## config.mk

```make
export PLATFORM = sky130hd
export DESIGN_NAME = ffp_ctrl
export DESIGN_NICKNAME = d
export VERILOG_FILES = /design/src/rtl/core/ffp_pkg.sv /design/src/rtl/core/ffp_ctrl.sv
export SDC_FILE = /design/constraint.sdc
export NUM_CORES = 1
export LEC_CHECK = 0
export ABC_AREA = 0
export BUFFER_PORTS_ARGS = -buffer_cell sky130_fd_sc_hd__buf_2
export CAP_MARGIN = 5
export CORE_AREA = 2 2 39 41
export DETAILED_ROUTE_END_ITERATION = 10
export DIE_AREA = 0 0 41 43
export GPL_TIMING_DRIVEN = 0
export MAX_ROUTING_LAYER = met4
export PLACE_DENSITY = 0.8
export SLEW_MARGIN = 10
export SYNTH_ARGS = -nofsm -noshare
export SYNTH_HDL_FRONTEND = slang
export SYNTH_SLANG_ARGS = --single-unit
export TNS_END_PERCENT = 1
```

## constraint.sdc

```tcl
create_clock -name clk -period 3.3 [get_ports clk]
set_input_delay 0.165 -clock clk [delete_from_list [all_inputs] [get_ports clk]]
set_output_delay 0.165 -clock clk [all_outputs]
set_load 0.02 [all_outputs]
```

## src/rtl/core/ffp_pkg.sv

```systemverilog
`timescale 1ns / 1ps

package ffp_pkg;

	// Default frame geometry.
	localparam int unsigned FRAME_WIDTH_DEF  = 512;
	localparam int unsigned FRAME_HEIGHT_DEF = 320;

	// Configuration register file.
	localparam int unsigned APB_DW        = 32;
	localparam int unsigned PADDR_W       = 3;
	localparam int unsigned REG_HOT_VALUE = 0;
	localparam logic [7:0]  HOT_RESET     = 8'(255 - 17);

	// Request opcodes carried in tuser.
	localparam logic [1:0] FUNC_SEED = 2'd0;
	localparam logic [1:0] FUNC_RUN  = 2'd1;
	localparam logic [1:0] FUNC_READ = 2'd2;

	// Stream payload widths.
	localparam int unsigned IN_DW   = 24;
	localparam int unsigned IN_UW   = 2;
	localparam int unsigned OUT_DW  = 24;
	localparam int unsigned ROWS_W  = 9;

	// Edge columns divide by three: floor(s * 683 / 2048) is exact for s <= 765.
	localparam int unsigned DIV3_MUL   = 683;
	localparam int unsigned DIV3_SHIFT = 11;

	// Commands from the controller to the datapath.
	typedef struct packed {
		logic clr_step;
		logic capture;
		logic seed_wr;
		logic rd_addr;
		logic rd_issue;
		logic sweep_init;
		logic issue;
		logic row_next;
		logic resp_load;
	} cmd_t;

	// Status from the datapath to the controller.
	typedef struct packed {
		logic       clr_last;
		logic       issue_last;
		logic       pipe_busy;
		logic       decayed;
		logic       top_row;
		logic       out_free;
		logic [1:0] func;
	} stat_t;

endpackage

```

## src/rtl/core/ffp_ctrl.sv

```systemverilog
`timescale 1ns / 1ps

module ffp_ctrl (
	input  logic           clk,
	input  logic           arst_n,
	input  logic           in_valid,
	output logic           in_ready,
	input  ffp_pkg::stat_t stat,
	output ffp_pkg::cmd_t  cmd
);

	typedef enum logic [7:0] {
		ST_CLEAR    = 8'b0000_0001,
		ST_IDLE     = 8'b0000_0010,
		ST_DISPATCH = 8'b0000_0100,
		ST_READ     = 8'b0000_1000,
		ST_ROW      = 8'b0001_0000,
		ST_DRAIN    = 8'b0010_0000,
		ST_ROW_END  = 8'b0100_0000,
		ST_RESP     = 8'b1000_0000
	} state_t;

	state_t state_q;
	state_t state_d;

	assign in_ready = (state_q == ST_IDLE);

	// Next state and command decode.
	always_comb begin
		state_d = state_q;
		cmd     = '0;
		unique case (state_q)
			ST_CLEAR: begin
				cmd.clr_step = 1'b1;
				if (stat.clr_last) begin
					state_d = ST_IDLE;
				end
			end
			ST_IDLE: begin
				if (in_valid) begin
					cmd.capture = 1'b1;
					state_d     = ST_DISPATCH;
				end
			end
			ST_DISPATCH: begin
				unique case (stat.func)
					ffp_pkg::FUNC_SEED: begin
						cmd.seed_wr = 1'b1;
						state_d     = ST_RESP;
					end
					ffp_pkg::FUNC_RUN: begin
						cmd.sweep_init = 1'b1;
						state_d        = ST_ROW;
					end
					ffp_pkg::FUNC_READ: begin
						cmd.rd_addr = 1'b1;
						state_d     = ST_READ;
					end
					default: begin
						state_d = ST_RESP;
					end
				endcase
			end
			ST_READ: begin
				cmd.rd_issue = 1'b1;
				state_d      = ST_RESP;
			end
			ST_ROW: begin
				cmd.issue = 1'b1;
				if (stat.issue_last) begin
					state_d = ST_DRAIN;
				end
			end
			ST_DRAIN: begin
				if (!stat.pipe_busy) begin
					state_d = ST_ROW_END;
				end
			end
			ST_ROW_END: begin
				cmd.row_next = 1'b1;
				if (!stat.decayed || stat.top_row) begin
					state_d = ST_RESP;
				end else begin
					state_d = ST_ROW;
				end
			end
			ST_RESP: begin
				if (stat.out_free) begin
					cmd.resp_load = 1'b1;
					state_d       = ST_IDLE;
				end
			end
			default: begin
				state_d = ST_IDLE;
			end
		endcase
	end

	// State register; the clearing pass runs first after reset.
	always_ff @(posedge clk or negedge arst_n) begin
		if (!arst_n) begin
			state_q <= ST_CLEAR;
		end else begin
			state_q <= state_d;
		end
	end

endmodule

```

==> results of run 1 <==
-- logic make-up after synthesis --
group | Yosys count | synth area share, %
flip-flops | 8 | 32.5
AO/OA/AOI/OAI | 7 | 8.28
XOR/XNOR | 2 | 2.83
buffers and inverters | 8 | 5.46
AND/OR/NAND/NOR | 35 | 41.0
adder cells (fa/ha/maj) | 4 | 8.08
multiplexers | 1 | 1.82
-- power groups by stage --
stage / combinational [mW] / sequential [mW] / clock, mW
after floorplan: 0.168 / 0.145 / 0
after global placement: 0.210 / 0.151 / 0
after detailed placement: 0.214 / 0.152 / 0
after CTS: 0.216 / 0.151 / 0.0819
after global routing: 0.235 / 0.155 / 0.0834
final: 0.214 / 0.151 / 0.0801
-- worst paths after layout --
| kind | to | slack (ns) | depth (start not counted) |
|---|---|---|---|
| max | cmd[5] | 1.24 | 6 |
| min | state_q[0] | 0.05 | 2 |
| max reg2reg | state_q[4] | 1.74 | 5 |
| min reg2reg | state_q[0] | 0.59 | 2 |
| max in group asynchronous | state_q[0] | 2.78 | 2 |
| min in group asynchronous | state_q[6] | 0.28 | 2 |
-- synth_stat cells --
cell       count
a21o_1         1
a21oi_1        1
and2_1         6
and4b_1        1
buf_4          1
dfrtp_1        7
dfstp_2        1
ha_1           4
inv_1          7
mux2_2         1
nand2_1        4
nand2_2        1
nand3_1        2
nand3b_1       3
nand4b_1       3
nor2_1         7
nor3_1         2
nor3b_1        1
nor3b_2        1
nor3b_4        1
nor4_4         2
nor4b_1        1
o2111ai_1      1
o211ai_1       1
o211ai_2       1
o21ai_0        1
o21ai_1        1
xor2_1         2
-- layout by cell type, fill, tap and decap left out --
cell type	instances
dlygate4sd3_1	1
nand3b_1	3
nand3_1	2
nor4b_1	1
o211ai_2	1
nor3b_2	1
o21ai_1	1
clkbuf_4	3
dfrtp_1	7
buf_2	20
clkbuf_1	1
and4b_1	1
ha_1	4
o21ai_0	1
o211ai_1	1
nor3b_4	1
a21oi_1	1
xor2_1	2
nand2_1	4
nor4_4	2
nor2_1	7
dfstp_2	1
and2_1	6
nand4b_1	3
nor3_1	2
buf_4	1
nand2_2	1
inv_1	7
nor3b_1	1
o2111ai_1	1
mux2_2	1
a21o_1	1
-- worst max-delay path, stage by stage, from the launching register on --
cell,delay (ns)
dfrtp_1,0.47
nor4_4,0.37
nand2_2,0.12
nor3b_4,0.28
and2_1,0.16
buf_4,0.09
buf_2,0.14
-- per-layer routing --
| metal | vias to the layer above | wire, um | track usage, % |
|---|---|---|---|
| li1 | 281 | - | - |
| met5 | - | 0 | - |
| met4 | 0 | 0 | 8.00 |
| met2 | 17 | 621 | 24.7 |
| met1 | 259 | 577 | 20.8 |
| met3 | 0 | 57 | 1.57 |
-- area by class of cell --
| type | count | area [um^2] |
|---|---|---|
| fill | 125 | 608 |
| multi-input combinational | 49 | 384 |
| sequential | 8 | 201 |
| timing repair buffer | 21 | 110 |
| clock buffer | 4 | 26.3 |
| inverter | 7 | 26.3 |
| tap | 16 | 20.0 |
| buffer | 1 | 7.51 |
-- what timing repair did --
action / CTS / global route
hold buffers: 1 / 0
endpoints found under the setup margin: 0 / 0
endpoints found under the hold margin: 8 / 0
==> flow_summary.yaml, run 1 <==
global_route:
  antenna_found_initial: 0
  grt_pass1_vias: 472
  grt-ovfl-total: 0
  grt_use_total_pct: 16.3
  grt_max_degree: 9
  grt_first_pass_wirelength_mm: 1.90
cells_and_area:
  antennaDiodeCount: 0
  areaGrowthSynthToFinish_pct: 25.3
  largest_reg_flops: 8
  final_cells: 106
  largest_registers: "state_q x8"
  design_area_um2: 776
  regMostFlops: "state_q"
  nets: 106
  post-route-util_pct: 56.1
  drive_above_1_share_pct: 35.6
drt:
  vias_per_cell: 5.25
  route.detailed.drc: 0
  wl_per_cell_um: 11.8
  drt_iter0_markers: 6
  drtPass1Iterations: 4
  drt_wl_total_mm: 1.26
  via_count: 557
  antenna_left: 0
pwr:
  comb_power_share_pct: 48.1
  power_mw: 0.445
  p_seq_share_pct: 34.0
  leakage_nw: 0.409
  p_int_mw: 0.261
  p_sw_mw: 0.185
  clkPwrFrac_pct: 18.0
  pwr_density_cell_nw_per_um2: 574
  sw_frac_of_total_pct: 41.5
  vdd_drop_max_uv: 311
timing:
  tightest_slew_ns: 0.321
  relSlewSlack_pct: 78.6
  fin_crit_sh_pct: 62.5
  timing.final.setup_violations: 0
  fin_ws_ns: 1.24
  fin_setup_tns_ns: 0
  rsz0062_at_grt: "no"
  fmax_ghz: 0.485
  hold_ws_ns: 0.0459
  timing.final.crit_period_ns: 2.06
  clock_skew_ns: 0.00756
  final_max_slew_viol_count: 0
  finalHoldViolations: 0
worst_setup_path:
  path_max_fanout: 7
  end_kind: "output pin"
  cp.arrival_ns: 1.90
  reg2reg_from: "state_q[4]"
  cp-start-kind: "flop"
  worstPathRequired_ns: 3.13
  criticalPathCategory: "reg2out"
  cp-startpoint: "state_q[4]"
floorplanning:
  top_level_ports: 21
  die_x_um: 41
  num_rows: 14
  chipHeight_um: 43
  core_area_um2: 1380
  initial_core_util_pct: 44.8
  die-area_um2: 1760
clock_tree:
  postCtsSetupRepairBufs: 0
  clockBufferDepth: 2
  cts_tree: "yes"
  cts.htree.levels: 1
  clock-sinks: 8
  cts.reportedPaths.clkPinSlew_ns: 0.06
  cts_resized: 0
  cts_made_buffers: 3
  root_buffer: "clkbuf_4"
  insertion_delay_ns: 0.25
logic_synthesis:
  yosys.area.top_type: "dfrtp_1"
  ys_seq_area_share_pct: 32.5
  syn_nets: 80
  synth_cell_types: 28
  synth_top_area_share_pct: 28.3
  ys_seq_elements: 8
  synth_warnings: 0
  synthCells: 65
  syn_area_um2: 619
  synth.avg_cell_area_um2: 9.53
  netlist_top_cells_area: "dfrtp_1, ha_1, nor4_4, and2_1, dfstp_2"
status:
  status: "finished, final reports clean"
flow_run:
  cap_violations: 0
placement:
  gp_congestion: 0.724
  place_area_um2: 739
  dpl.hpwl_mm: 1.02
  dp.cells: 101
  pre_cts_ws_ns: 1.50
  io_buffers: 20
min_path:
  min_path_type: "in2reg"
  min_from: "stat[7]"
Power figures use the tool's default switching activity.
==> inputs of run 2 (changes only) <==
- CORE_AREA: 2 2 39 41 -> unset
- CORE_MARGIN: unset -> 2
- CORE_UTILIZATION: unset -> 43
- DIE_AREA: 0 0 41 43 -> unset
- PLACE_DENSITY: 0.8 -> 0.78
- clock period: 3.3 -> 1.7 ns (I/O delays scaled with it)
==> run 2 against run 1 <==
Compared with the run above: the run now ends with setup timing left; routed wire length up 20%; critical path depth down 1; total power increased by 120%; die area is 0.18% lower; largest power group unchanged.
==> flow_summary.yaml, run 2 (synthesis gave the netlist of run 1 again) <==
status:
  status: "finished with violations"
  violations: "setup timing"
cells_and_area:
  antennaDiodeCount: 0
  multi_input_area_um2: 404
  nets: 111
  largest_registers: "state_q x8"
  design_area_um2: 882
  regMostFlops: "state_q"
  layout_commonest_cell: "buf_2"
  layout_common_cells: "buf_2, nor2_1, inv_1, buf_4, buf_6"
  fillers: 110
  seqCellArea_um2: 206
  areaGrowthSynthToFinish_pct: 42.4
  largest_reg_flops: 8
  drive_above_1_share_pct: 47.4
clock_tree:
  insertion_delay_ns: 0.25
  cts_tree: "yes"
  cts.reportedPaths.clkPinSlew_ns: 0.05
  clock-sinks: 8
  clockBufferDepth: 2
  root_buffer: "clkbuf_4"
  cts.htree.levels: 1
  cts_made_buffers: 3
drt:
  drt_iter0_markers: 17
  vias_per_cell: 5.48
  drtPass1Iterations: 4
  antenna_left: 0
  drt_wl_total_mm: 1.51
  wl_per_cell_um: 13.7
  via_count: 603
  route.detailed.drc: 0
placement:
  pre_cts_ws_ns: -0.0326
  dpl.hpwl_mm: 1.08
  place_area_um2: 738
  gp_congestion: 0.741
  io_buffers: 20
timing:
  final_max_slew_viol_count: 0
  clock_skew_ns: 0.00678
  timing.final.setup_violations: 4
  hold_ws_ns: 0.0115
  fin_ws_ns: -0.0284
  tightest_slew_ns: 0.330
  finalHoldViolations: 0
  fmax_ghz: 0.579
  relSlewSlack_pct: 78.0
  rsz0062_at_grt: "yes"
  timing.final.crit_period_ns: 1.73
  fin_crit_sh_pct: 102
  fin_setup_tns_ns: -0.0670
global_route:
  grt_first_pass_wirelength_mm: 2.57
  use_met1_pct: 20.8
  grt_max_degree: 9
  grt_use_total_pct: 19.6
  grt-ovfl-total: 0
  grt.busiest_layer: "met2"
  grtUsageMet3_pct: 3.04
  use_met2_pct: 35.6
  antenna_found_initial: 0
  grt_pass1_vias: 602
floorplanning:
  die-area_um2: 1760
  num_rows: 13
  core_area_um2: 1320
  initial_core_util_pct: 47.0
  chipHeight_um: 42.0
  die_x_um: 42.0
  top_level_ports: 21
worst_setup_path:
  cp-start-kind: "flop"
  criticalPathCategory: "reg2out"
  path_max_fanout: 4
  cp.arrival_ns: 1.64
  worstPathRequired_ns: 1.62
  end_kind: "output pin"
min_path:
  min_path_type: "in2reg"
pwr:
  vdd_drop_max_uv: 673
  pwr_density_cell_nw_per_um2: 1120
  leakage_nw: 0.434
flow_run:
  cap_violations: 0
## run 2: cell count changes in the layout (fill, tap and decap cells not counted), moves of 2 or more
cell     before  now
buf_4         1    7
and2_1        6    4
dfrtp_1       7    3
buf_2        20   12
buf_6         0    6
dfrtp_2       0    4
and2_4        0    2
## run 2: path summary, 6_finish.rpt
kind / startpoint / end / slack (ns) / cells past startpoint
worst max-delay path: state_q[5] / cmd[3] / -0.03 / 5
worst min-delay path: stat[5] / state_q[6] / 0.01 / 2
worst max register to register: state_q[2] / state_q[1] / 0.16 / 5
worst min register to register: state_q[0] / state_q[0] / 0.60 / 2
max in group asynchronous: arst_n / state_q[0] / 1.24 / 2
min in group asynchronous: arst_n / state_q[1] / 0.21 / 2
## run 2: critical path, cell delays in order (launching register included)
cell,delay [ns]
dfrtp_2,0.42
nor4_4,0.30
nand2_2,0.12
nor3b_4,0.25
and2_4,0.20
buf_6,0.11
## run 2: where the power goes
part | leakage, nW | switching (mW) | internal, mW | total [mW]
clock network | 0.0150 | 0.0645 | 0.0898 | 0.154
logic | 0.322 | 0.266 | 0.275 | 0.541
registers | 0.0976 | 0.0689 | 0.225 | 0.294
## run 2: metrics by stage
| step | cells | power, mW | util (%) |
|---|---|---|---|
| floorplan | 65 | 0.608 | - |
| global placement | 100 | 0.704 | 56.0 |
| detailed placement | 100 | 0.719 | 56.0 |
| CTS | 110 | 0.957 | 64.5 |
| global route | 110 | 1.06 | 67.0 |
| finish | 110 | 0.989 | 67.0 |
## run 2: per-layer routing
| metal | wire length [um] | share of wire [%] | vias to the layer above |
|---|---|---|---|
| met5 | 0 | 0 | - |
| met2 | 766 | 51 | 20 |
| met4 | 48 | 3.2 | 0 |
| met3 | 59 | 3.9 | 4 |
| met1 | 634 | 42 | 290 |
| li1 | - | - | 289 |
## run 2: area by class of cell
cell class	instances	area share (%)
Clock buffer	4	2.98
Sequential cell	8	23.4
Timing Repair Buffer	27	22.7
Multi-Input combinational cell	49	45.8
Inverter	7	2.98
Tap cell	15	2.13
## run 2: timing repair
item | 4_1_cts | 5_1_grt
gates resized for setup | 13 | 11
setup buffers | 5 | 0
hold endpoints to repair | 9 | 0
setup endpoints to repair | 5 | 8
pin swaps | 7 | 3
hold buffers | 2 | 0
